[src/cleb_pkg.sv]
// ============================================================================
// cleb_pkg - shared definitions for the console line edit buffer
// Character codes, result codes, register map and default sizing.
// ============================================================================
`timescale 1ns / 1ps

package cleb_pkg;

	// Default ring depth in bytes.
	localparam int DEFAULT_BUF_DEPTH = 128;

	// Configuration port sizing.
	localparam int APB_DATA_W = 32;
	localparam int APB_ADDR_W = 3;

	// Register indexes.
	localparam logic REG_CR_MODE = 1'b0;

	// Control characters.
	localparam logic [7:0] CH_NUL    = 8'h00;
	localparam logic [7:0] CH_CTRL_D = 8'h04;
	localparam logic [7:0] CH_CTRL_H = 8'h08;
	localparam logic [7:0] CH_LF     = 8'h0a;
	localparam logic [7:0] CH_CR     = 8'h0d;
	localparam logic [7:0] CH_CTRL_U = 8'h15;
	localparam logic [7:0] CH_DEL    = 8'h7f;

	// Largest erase count that the result word can carry.
	localparam int ERASE_MAX = 255;

	// Operation of an input word.
	typedef enum logic {
		OP_RX   = 1'b0,
		OP_READ = 1'b1
	} op_t;

	// Carriage return handling.
	typedef enum logic {
		CR_DROP      = 1'b0,
		CR_TO_NEWLINE = 1'b1
	} cr_mode_t;

	// Echo request in a result word.
	typedef enum logic [1:0] {
		ECHO_NONE  = 2'd0,
		ECHO_CHAR  = 2'd1,
		ECHO_ERASE = 2'd2
	} echo_kind_t;

	// Outcome of a read request.
	typedef enum logic [2:0] {
		RD_BYTE     = 3'd0,
		RD_NEWLINE  = 3'd1,
		RD_EOF      = 3'd2,
		RD_EOF_HELD = 3'd3,
		RD_EMPTY    = 3'd4
	} read_status_t;

endpackage

[src/console_line_edit_buffer.sv]
// ============================================================================
// console_line_edit_buffer - line-editing receive ring for a console
// Stores and echoes received characters, handles erase, kill and commit,
// and hands committed bytes to a reader one at a time.
// ============================================================================
// Usage:
// The input channel (in_valid, in_stall) carries one word per event: either
// a character received from the UART (operation 0, rx_char) or a request to
// read one byte (operation 1, first_of_read marks the first byte of a call).
// Every accepted word produces exactly one result word on the output channel
// (out_valid, out_stall): the echo request, the erase count, the line-ready
// wake flag, and for reads the status and the delivered byte.
// The result word is registered: it sits in the output register at the
// edge after the input word is accepted. Throughput is one word per cycle
// unless the output stalls; the ring pointers are updated together, and the
// byte at the read pointer is kept in a prefetch register that follows every
// pointer move and every write to that slot, so a read never waits on the
// store's read port. When the receiver stalls, the result word holds and
// in_stall rises only while the output register is occupied and stalled.
// Reset clears the read, commit and edit pointers and the carriage return
// mode, and empties the output register. The byte store is not cleared.
// The cr_mode register (APB, address 0) selects whether a carriage return is
// dropped (0) or turned into a newline (1); write it only while idle.
// ============================================================================
`timescale 1ns / 1ps

module console_line_edit_buffer #(
	parameter int BUF_DEPTH = cleb_pkg::DEFAULT_BUF_DEPTH
) (
	input  logic                            clk,
	input  logic                            arst_n,

	// Input channel.
	input  logic                            in_valid,
	output logic                            in_stall,
	input  logic                            operation,
	input  logic [7:0]                      rx_char,
	input  logic                            first_of_read,

	// Output channel.
	output logic                            out_valid,
	input  logic                            out_stall,
	output logic [1:0]                      echo_kind,
	output logic [7:0]                      echo_char,
	output logic [7:0]                      erase_count,
	output logic                            line_ready,
	output logic [2:0]                      read_status,
	output logic [7:0]                      read_byte,

	// Configuration port.
	input  logic                            psel,
	input  logic                            penable,
	input  logic                            pwrite,
	input  logic [cleb_pkg::APB_ADDR_W-1:0] paddr,
	input  logic [cleb_pkg::APB_DATA_W-1:0] pwdata,
	output logic [cleb_pkg::APB_DATA_W-1:0] prdata,
	output logic                            pready
);

	// Pointers count modulo twice the depth; the slot is the pointer modulo the depth.
	localparam int AW      = (BUF_DEPTH > 1) ? $clog2(BUF_DEPTH) : 1;
	localparam int PTR_W   = $clog2(2 * BUF_DEPTH);
	localparam int PTR_MOD = 2 * BUF_DEPTH;
	localparam int CNT_W   = (PTR_W > 8) ? PTR_W : 8;

	localparam logic [PTR_W-1:0] PTR_LAST   = PTR_W'(PTR_MOD - 1);
	localparam logic [PTR_W-1:0] PTR_DEPTH  = PTR_W'(BUF_DEPTH);
	localparam logic [PTR_W-1:0] PTR_NEARLY = PTR_W'(BUF_DEPTH - 1);
	localparam logic [CNT_W-1:0] CNT_MAX    = CNT_W'(cleb_pkg::ERASE_MAX);

	function automatic logic [PTR_W-1:0] ptr_inc(input logic [PTR_W-1:0] p);
		return (p == PTR_LAST) ? '0 : p + 1'b1;
	endfunction

	function automatic logic [PTR_W-1:0] ptr_dec(input logic [PTR_W-1:0] p);
		return (p == '0) ? PTR_LAST : p - 1'b1;
	endfunction

	function automatic logic [PTR_W-1:0] ptr_diff(input logic [PTR_W-1:0] a,
	                                              input logic [PTR_W-1:0] b);
		logic [PTR_W:0] d;
		d = (a >= b) ? ({1'b0, a} - {1'b0, b})
		             : ({1'b0, a} + (PTR_W+1)'(PTR_MOD) - {1'b0, b});
		return d[PTR_W-1:0];
	endfunction

	function automatic logic [AW-1:0] ptr_slot(input logic [PTR_W-1:0] p);
		logic [PTR_W-1:0] s;
		s = (p >= PTR_DEPTH) ? p - PTR_DEPTH : p;
		return s[AW-1:0];
	endfunction

	// State.
	logic [7:0]       line_store [BUF_DEPTH];
	logic [PTR_W-1:0] rd_ptr_q, cm_ptr_q, ed_ptr_q;
	logic             cr_mode_q;
	logic [7:0]       rd_data_q;

	// Output register.
	logic             out_valid_q;
	logic [1:0]       echo_kind_q;
	logic [7:0]       echo_char_q;
	logic [7:0]       erase_count_q;
	logic             line_ready_q;
	logic [2:0]       read_status_q;
	logic [7:0]       read_byte_q;

	// Next-state and result logic.
	logic             in_acc;
	logic [PTR_W-1:0] rd_ptr_d, cm_ptr_d, ed_ptr_d;
	logic             st_we;
	logic [AW-1:0]    st_waddr;
	logic [AW-1:0]    st_raddr;
	logic [7:0]       st_wdata;
	logic [7:0]       ch;
	logic [PTR_W-1:0] ed_inc;
	logic [PTR_W-1:0] kill_n;
	logic [CNT_W-1:0] kill_ext;
	logic             keep;
	logic [1:0]       r_echo_kind;
	logic [7:0]       r_echo_char;
	logic [7:0]       r_erase_count;
	logic             r_line_ready;
	logic [2:0]       r_read_status;
	logic [7:0]       r_read_byte;

	// Handshake: stall only when a finished word is waiting and stalled.
	assign in_stall  = out_valid_q && out_stall;
	assign in_acc    = in_valid && !in_stall;
	assign out_valid = out_valid_q;

	// Configuration port.
	assign pready = 1'b1;
	assign prdata = (paddr[2] == cleb_pkg::REG_CR_MODE)
	              ? cleb_pkg::APB_DATA_W'(cr_mode_q) : '0;

	always_ff @(posedge clk or negedge arst_n) begin
		if (!arst_n) begin
			cr_mode_q <= cleb_pkg::CR_DROP;
		end else if (psel && penable && pwrite && pready &&
		             paddr[2] == cleb_pkg::REG_CR_MODE) begin
			cr_mode_q <= pwdata[0];
		end
	end

	// One pass over the word: edit, commit or read, and build the result.
	always_comb begin
		rd_ptr_d      = rd_ptr_q;
		cm_ptr_d      = cm_ptr_q;
		ed_ptr_d      = ed_ptr_q;
		st_we         = 1'b0;
		st_waddr      = ptr_slot(ed_ptr_q);
		ch            = rx_char;
		ed_inc        = ptr_inc(ed_ptr_q);
		kill_n        = ptr_diff(ed_ptr_q, cm_ptr_q);
		kill_ext      = CNT_W'(kill_n);
		keep          = 1'b1;
		r_echo_kind   = cleb_pkg::ECHO_NONE;
		r_echo_char   = '0;
		r_erase_count = '0;
		r_line_ready  = 1'b0;
		r_read_status = cleb_pkg::RD_EMPTY;
		r_read_byte   = '0;

		if (operation == cleb_pkg::OP_RX) begin
			if (rx_char == cleb_pkg::CH_CTRL_U) begin
				// Kill the whole uncommitted region.
				ed_ptr_d = cm_ptr_q;
				if (kill_n != '0) begin
					r_echo_kind   = cleb_pkg::ECHO_ERASE;
					r_erase_count = (kill_ext > CNT_MAX) ? 8'(CNT_MAX) : 8'(kill_ext);
				end
			end else if (rx_char == cleb_pkg::CH_CTRL_H || rx_char == cleb_pkg::CH_DEL) begin
				// Erase one uncommitted character.
				if (ed_ptr_q != cm_ptr_q) begin
					ed_ptr_d      = ptr_dec(ed_ptr_q);
					r_echo_kind   = cleb_pkg::ECHO_ERASE;
					r_erase_count = 8'd1;
				end
			end else if (rx_char != cleb_pkg::CH_NUL &&
			             ptr_diff(ed_ptr_q, rd_ptr_q) < PTR_DEPTH) begin
				// Plain character with room in the ring.
				if (rx_char == cleb_pkg::CH_CR) begin
					if (cr_mode_q == cleb_pkg::CR_DROP) begin
						keep = 1'b0;
					end else begin
						ch = cleb_pkg::CH_LF;
					end
				end
				if (keep) begin
					r_echo_kind = cleb_pkg::ECHO_CHAR;
					r_echo_char = ch;
					st_we       = 1'b1;
					ed_ptr_d    = ed_inc;
					if (ch == cleb_pkg::CH_LF || ch == cleb_pkg::CH_CTRL_D ||
					    ptr_diff(ed_ptr_q, rd_ptr_q) == PTR_NEARLY) begin
						r_line_ready = (cm_ptr_q != ed_inc);
						cm_ptr_d     = ed_inc;
					end
				end
			end
		end else begin
			// Read one committed byte from the prefetch register.
			if (rd_ptr_q != cm_ptr_q) begin
				if (rd_data_q == cleb_pkg::CH_CTRL_D) begin
					if (first_of_read) begin
						rd_ptr_d      = ptr_inc(rd_ptr_q);
						r_read_status = cleb_pkg::RD_EOF;
					end else begin
						r_read_status = cleb_pkg::RD_EOF_HELD;
					end
				end else begin
					rd_ptr_d      = ptr_inc(rd_ptr_q);
					r_read_byte   = rd_data_q;
					r_read_status = (rd_data_q == cleb_pkg::CH_LF)
					              ? cleb_pkg::RD_NEWLINE : cleb_pkg::RD_BYTE;
				end
			end
		end

		st_wdata = ch;
		st_raddr = ptr_slot(in_acc ? rd_ptr_d : rd_ptr_q);
	end

	// Pointer registers.
	always_ff @(posedge clk or negedge arst_n) begin
		if (!arst_n) begin
			rd_ptr_q <= '0;
			cm_ptr_q <= '0;
			ed_ptr_q <= '0;
		end else if (in_acc) begin
			rd_ptr_q <= rd_ptr_d;
			cm_ptr_q <= cm_ptr_d;
			ed_ptr_q <= ed_ptr_d;
		end
	end

	// Byte store with a prefetch register that always holds the byte at the
	// read pointer; a write to that same slot is forwarded.
	always_ff @(posedge clk) begin
		if (in_acc && st_we) begin
			line_store[st_waddr] <= st_wdata;
		end
		if (in_acc && st_we && st_waddr == st_raddr) begin
			rd_data_q <= st_wdata;
		end else begin
			rd_data_q <= line_store[st_raddr];
		end
	end

	// Output register valid.
	always_ff @(posedge clk or negedge arst_n) begin
		if (!arst_n) begin
			out_valid_q <= 1'b0;
		end else if (in_acc) begin
			out_valid_q <= 1'b1;
		end else if (!out_stall) begin
			out_valid_q <= 1'b0;
		end
	end

	// Output register payload.
	always_ff @(posedge clk) begin
		if (in_acc) begin
			echo_kind_q   <= r_echo_kind;
			echo_char_q   <= r_echo_char;
			erase_count_q <= r_erase_count;
			line_ready_q  <= r_line_ready;
			read_status_q <= r_read_status;
			read_byte_q   <= r_read_byte;
		end
	end

	assign echo_kind   = echo_kind_q;
	assign echo_char   = echo_char_q;
	assign erase_count = erase_count_q;
	assign line_ready  = line_ready_q;
	assign read_status = read_status_q;
	assign read_byte   = read_byte_q;

	// The edit pointer never runs more than a full ring ahead of the reader.
	a_ring_bound: assert property (@(posedge clk) disable iff (!arst_n)
		ptr_diff(ed_ptr_q, rd_ptr_q) <= PTR_DEPTH)
		else $error("edit pointer ran past a full ring");

	// Committed bytes always lie between the reader and the edit pointer.
	a_commit_order: assert property (@(posedge clk) disable iff (!arst_n)
		ptr_diff(cm_ptr_q, rd_ptr_q) <= ptr_diff(ed_ptr_q, rd_ptr_q))
		else $error("commit pointer outside the filled region");

	// A wake-up only comes with the echo of the committing character.
	a_wake_echo: assert property (@(posedge clk) disable iff (!arst_n)
		(out_valid_q && line_ready_q) |-> (echo_kind_q == cleb_pkg::ECHO_CHAR))
		else $error("line ready without a character echo");

	// A result word never carries both an echo and a read outcome.
	a_one_side: assert property (@(posedge clk) disable iff (!arst_n)
		(out_valid_q && read_status_q != cleb_pkg::RD_EMPTY)
		|-> (echo_kind_q == cleb_pkg::ECHO_NONE))
		else $error("read outcome mixed with an echo");

	// A delivered word with nothing behind it empties the output register.
	a_drain: assert property (@(posedge clk) disable iff (!arst_n)
		(out_valid_q && !out_stall && !in_acc) |=> !out_valid_q)
		else $error("output word repeated");

endmodule
[config.mk]
export PLATFORM = sky130hd
export DESIGN_NAME = console_line_edit_buffer
export DESIGN_NICKNAME = d
export VERILOG_FILES = /design/src/cleb_pkg.sv /design/src/console_line_edit_buffer.sv
export SDC_FILE = /design/constraint.sdc
export NUM_CORES = 1
export LEC_CHECK = 0
export ABC_AREA = 0
export BUFFER_PORTS_ARGS = -buffer_cell sky130_fd_sc_hd__buf_4
export CAP_MARGIN = 20
export CORE_MARGIN = 2
export CORE_UTILIZATION = 40
export DETAILED_ROUTE_END_ITERATION = 7
export PLACE_DENSITY = 0.61
export SKIP_LAST_GASP = 1
export SLEW_MARGIN = 30
export SYNTH_ARGS = -nofsm -noshare
export SYNTH_HDL_FRONTEND = slang
export SYNTH_SLANG_ARGS = --single-unit
[constraint.sdc]
create_clock -name clk -period 8.2 [get_ports clk]
set_clock_uncertainty 0.05 [all_clocks]
set_input_delay 0.82 -clock clk [delete_from_list [all_inputs] [get_ports clk]]
set_output_delay 0.82 -clock clk [all_outputs]
set_load 0.02 [all_outputs]
* Word-level counts from Yosys, hierarchy flattened
Memories as Yosys holds them, arrays and structs flattened. A register that Yosys moved wholly into a read port is not among the register bits.
Cells that the tools add are included.
** Operators by class
- Add/sub/neg operators :: 10
- Magnitude comparators :: 6
- Eq/ne operators :: 16
- Mux-type cells :: 57
- Bitwise logic cells :: 8
- Reductions and logical operators :: 22
** Operators with widths (number)
- $mux W8 :: 28
- $eq A8 B4 Y1 const B :: 4
- $sub A8 B8 Y8 :: 4
- $add A8 B1 Y8 const B :: 3
- $ne A8 B8 Y1 :: 3
- $mux W1 :: 22
- $eq A8 B3 Y1 const B :: 2
- $eq A8 B7 Y1 const B :: 2
- $eq A8 B8 Y1 const B :: 2
- $ge A8 B8 Y1 :: 2
- $ge A8 B8 Y1 const B :: 2
- $reduce_bool A8 Y1 :: 2
- $mux W7 :: 2
- $sub A7 B1 Y7 const B :: 2
- $eq A8 B5 Y1 const B :: 1
- $gt A8 B8 Y1 const B :: 1
- $logic_not A8 Y1 :: 1
- $lt A8 B8 Y1 const B :: 1
- $mux W2 :: 4
- $not A1 Y1 :: 8
- $sub A8 B1 Y8 const B :: 1
- $logic_and A1 B1 Y1 :: 7
- $reduce_and A7 Y1 :: 1
- $reduce_bool A3 Y1 :: 2
- other kinds (10) :: 12
** Word-level totals
- Register bits :: 56
- RAM bits :: 1024
- Input bits :: 52
- Memories kept :: 1
** Memory list
- line_store :: depth 128, bits a word 8, rd ports 1, clocked after memory_dff 1, wr ports 1, line console_line_edit_buffer.sv:94 : logic [7:0] line_store [BUF_DEPTH];

* Longest topological paths before layout
- Depth in word-level cells :: 17
- Mapped depth :: 13
- Gate-level depth less buffers :: 13

* Worst setup path after synthesis
No wires, ideal clock.
- Kind :: reg2reg
- Start point :: register ed_ptr_q[0]
- End point :: memory line_store[0][0], data pin
- Arrival time :: 5193 ps
- Data required time :: 7318 ps
- Slack :: 2126 ps
- Cell stages (with the launch flop) :: 12
- Clock period less this slack :: 6074 ps
- Cell sequence :: dfrtp_1 -> clkinv_1 -> ha_1 -> nor2b_1 -> o21ai_0 -> a21oi_1 -> o21ai_0 -> a21oi_1 -> xor2_1 -> nor3b_1 -> and3_1 -> nor2b_1
** On the way
- Longest elaborated chain between the ends :: 9
** RTL lines
- from (decl) :: line console_line_edit_buffer.sv:95 : logic [PTR_W-1:0] rd_ptr_q, cm_ptr_q, ed_ptr_q;
- from (signal assigned) :: line console_line_edit_buffer.sv:234 : ed_ptr_q <= ed_ptr_d;
- $add A8 B1 Y8 :: line console_line_edit_buffer.sv:83 : : ({1'b0, a} + (PTR_W+1)'(PTR_MOD) - {1'b0, b});
- $sub A8 B8 Y8 :: line console_line_edit_buffer.sv:83
- $mux W8 (*) :: line console_line_edit_buffer.sv:82 : d = (a >= b) ? ({1'b0, a} - {1'b0, b})
- $lt A8 B8 Y1 (*) :: line console_line_edit_buffer.sv:181 : ptr_diff(ed_ptr_q, rd_ptr_q) < PTR_DEPTH) begin
- $logic_and A1 B1 Y1 (*) :: line console_line_edit_buffer.sv:180 : end else if (rx_char != cleb_pkg::CH_NUL &&
- $mux W8 (*) :: line console_line_edit_buffer.sv:180
- $mux W8 (*) :: line console_line_edit_buffer.sv:173 : end else if (rx_char == cleb_pkg::CH_CTRL_H || rx_char == cleb_pkg::CH_DEL) begin
- $mux W8 (*) :: line console_line_edit_buffer.sv:166 : if (rx_char == cleb_pkg::CH_CTRL_U) begin
- $mux W8 (*) :: line console_line_edit_buffer.sv:165 : if (operation == cleb_pkg::OP_RX) begin
- via ch[0] :: line console_line_edit_buffer.sv:115 : logic [7:0] ch;
- to (decl) :: line console_line_edit_buffer.sv:94
Mark *: on every way through the listed nets, which the timed path passes. The rest lies on a longest branch.

* Worst setup path after layout
- Start point :: register ed_ptr_q[0]
- End point :: memory line_store[9][4] (enable)
** On the way
- Longest elaborated chain between the ends :: 12
** RTL lines
- $add A8 B1 Y8 :: line console_line_edit_buffer.sv:83
- $sub A8 B8 Y8 :: line console_line_edit_buffer.sv:83
- $mux W8 :: line console_line_edit_buffer.sv:82
- $lt A8 B8 Y1 :: line console_line_edit_buffer.sv:181
- $logic_and A1 B1 Y1 :: line console_line_edit_buffer.sv:180
- $mux W1 :: line console_line_edit_buffer.sv:180
- $mux W1 :: line console_line_edit_buffer.sv:173
- $mux W1 :: line console_line_edit_buffer.sv:166
- $mux W1 :: line console_line_edit_buffer.sv:165
- $logic_and A1 B1 Y1
- $mux W1 :: line console_line_edit_buffer.sv:241 : if (in_acc && st_we) begin
- $mux W1 (implied by the code) :: line console_line_edit_buffer.sv:242 : line_store[st_waddr] <= st_wdata;
Several ways; a longest one is shown, not always the timed one.

==> results by group <==
STA
  – RSZ-0062 raised after global routing: no
  – Actual slew at the worst max-slew pin: 1.03 ns
  – Final worst setup slack: 2.95 ns
  – Final Max Tran Viols: 0
  – Slew HR: 0.311
  – Post-route minimum period: 5.25 ns
  – Final setup fails: 0
  – Setup TNS: 0 ns
  – Fmax: 191 MHz
  – Final Hold Fails: 0
  – Final Cycle Share: 0.640

Setup path
  – RR Endpoint: line_store[9][4]
  – Worst EP arrival: 5.49 ns
  – Max FO, Critical Path: 13
  – CP max stage delay: 0.70 ns
  – Crit Path Category: reg2reg
  – Setup crit end: line_store[9][4]
  – Worst Setup SP: ed_ptr_q[0]
  – CP max stage cell: nor4_4
  – FF-to-FF Start: ed_ptr_q[0]
  – R2R cell count: 12
  – Crit path cell chain: clkinv_1, ha_1, nor2b_1, o21ai_0, a21oi_1, o21ai_0, a21oi_1, xor2_1, nor4_4, nand4_1, buf_4, nor2_1
  – Crit end category: flip-flop
  – CP Launch Type: flip-flop
  – Req. time, crit path: 8.44 ns
  – Reg-to-reg slack, setup: 2.95 ns

Power
  – PwrDens: 308 mW/mm2
  – Max rail drop VDD: 0.000206 V
  – Leak pwr: 0.0150 uW
  – Total power: 15000 uW

Logic synthesis
  – Most frequent cell after synthesis: edfxtp_1
  – Yosys reg bits: 1087
  – Dominant synthesized flop cell: edfxtp_1
  – Post-synth ARST share: 0.0239
  – Post-synth EDFFs: 1054
  – Synth Warn #: 0
  – Largest cells by area after synthesis: edfxtp_1 (73%), mux4_2 (17%), dfrtp_1 (1.5%)
  – Synth area leader: edfxtp_1
  – Sequential share of the synthesized area: 0.745
  – Netlist cell types: 61
  – Top cells by count, synth: edfxtp_1 (1054), mux4_2 (336), nor2_1 (169), clkbuf_1 (62), buf_4 (35)
  – Synth top area share: 0.727
  – Mapped Cells: 2038
  – Syn_area_per_cell: 21.4 um2
  – Mapped Area: 0.0435 mm2

Cells and area
  – Share of cells above drive strength 1: 0.267
  – Layout fillers: 9038
  – Nets@finish: 2193
  – Antenna cell count: 0
  – Sequential Area: 0.0325 mm2
  – Fin util: 0.449
  – Multi-input logic area: 0.0104 mm2
  – Area grow syn2layout: 11.7%

Floorplanning
  – Initial Util: 0.401
  – Die Y: 334 um
  – DIE AREA: 0.111 mm2
  – Core area: 0.108 mm2
  – Row cnt: 121
  – Die X: 334 um
  – IO Count: 117

Clock tree
  – CTS max path bufs: 3
  – Post-CTS Setup Bufs: 0
  – CTS hold repair buffers: 1
  – H-tree levels: 3
  – Root Driver: clkbuf_16
  – CTS resizes: 0
  – Reg clk slew, reported paths: 0.06 ns
  – Clk sinks: 1087
  – Total CTS buffers: 102
  – CTS tree: built
  – Worst-Skew Late Latency: 0.68 ns

Drt
  – Drt via density: 5.58
  – DRT Wirelength: 96.9 mm
  – First drt pass iteration count: 6
  – Vias: 20200
  – Remaining routing DRC violations: 0
  – WL per Instance: 26.8 um
  – DR iter-0 viols: 2328
  – DRT antenna net count: 0

GRT
  – Total Routing Usage GR: 0.174
  – First-pass GRT wire length: 142 mm
  – Grt ovf: 0
  – Initial antenna violation count: 2
  – Vias in the first global route: 20800
  – Largest net degree at the start of global routing: 95

Worst hold path
  – Worst min path class: in2reg

Place
  – Setup WS pre-CTS: 2.95 ns
  – Post-DP HPWL: 59.1 mm
  – IO buf count: 51
  – Placer Congestion: 0.887

Outcome
  – Outcome: completed

Run
  – Max-cap viol count: 0
-- power breakdown --
group	total, uW	internal, uW	switching [uW]
Clock	4430	2410	2020
Combinational	3970	1870	2100
Sequential	6590	6230	355
Total	15000	10500	4480
-- layout make-up --
type,count,share of cell area
Clock inverter,67,0.00916
Inverter,29,0.00224
Clock buffer,124,0.0546
Timing Repair Buffer,85,0.0158
Multi-Input combinational cell,815,0.214
Sequential cell,1087,0.667
Tap cell,1414,0.0364
-- cells in the final DEF, fill, tap and decap left out, drive strengths merged, types with 14 or more instances in the layout --
master  Yosys  layout
edfxtp   1054    1054
mux4      336     336
nor2      169     169
clkbuf     62     124
buf        75      84
clkinv      3      55
inv        26      33
xnor2      32      32
conb        2      32
nand2      29      29
dfrtp      26      26
nand3      23      23
ha         19      19
nand4      16      16
a21oi      16      16
o21ai      15      15
nor3       14      14
-- flip-flops by register name, indices dropped and copies added, names as in the netlist, named ones only --
| name | flops |
|---|---|
| erase_count | 8 |
| line_ready | 1 |
| echo_char | 8 |
| echo_kind | 2 |
| read_status | 3 |
| line_store | 1024 |
| cm_ptr_q | 8 |
| out_valid | 1 |
| rd_ptr_q | 8 |
| cr_mode_q | 1 |
| ed_ptr_q | 8 |
| read_byte | 8 |
-- worst min path at each step --
| stage | start | end | slack [ns] | depth (start not counted) |
|---|---|---|---|---|
| after CTS | in_valid | out_valid | 0.27 | 2 |
| after detailed placement | out_valid | out_valid | 0.50 | 2 |
| final | in_valid | out_valid | 0.31 | 2 |
| after global placement | out_valid | out_valid | 0.46 | 2 |
| after floorplan | arst_n | cm_ptr_q[0] | 0.47 | 0 |
| after global routing | in_valid | out_valid | 0.28 | 2 |
-- critical path, delay by kind of cell, from the launching register on --
| kind | cells | cell delay, ns |
|---|---|---|
| buffers and inverters | 2 | 0.96 |
| adders and majority gates | 1 | 0.38 |
| xor gates and xnor gates | 1 | 0.21 |
| and+or+nand+nor | 4 | 2.00 |
| DFF | 1 | 0.62 |
| AOI/OAI and AO/OA | 4 | 0.63 |
-- per-stage QoR --
step	instances	cell area, um2	hold slack, ns
finish	3621	48600	0.307
global route	3621	48600	0.282
CTS	3620	48600	0.268
detailed placement	3428	45500	0.497
global placement	3426	45400	0.463
floorplan	2068	43600	0.472
-- cells by family after synthesis --
logic type | count (synthesis) | synth area share
flip-flops | 1087 | 0.745
adder cells (fa/ha/maj) | 21 | 0.00638
buffers and inverters | 166 | 0.0190
AO/OA/AOI/OAI | 60 | 0.00897
multiplexers | 360 | 0.180
XOR/XNOR | 40 | 0.00805
AND/OR/NAND/NOR | 302 | 0.0323
other | 2 | 0.000173
-- metal layers --
layer | part of all wire | track usage
met5 | 0 | 0
met4 | 0.025 | 0.0495
met3 | 0.073 | 0.0368
met2 | 0.50 | 0.288
met1 | 0.41 | 0.235
No activity file was read; power rests on OpenSTA's default activity.
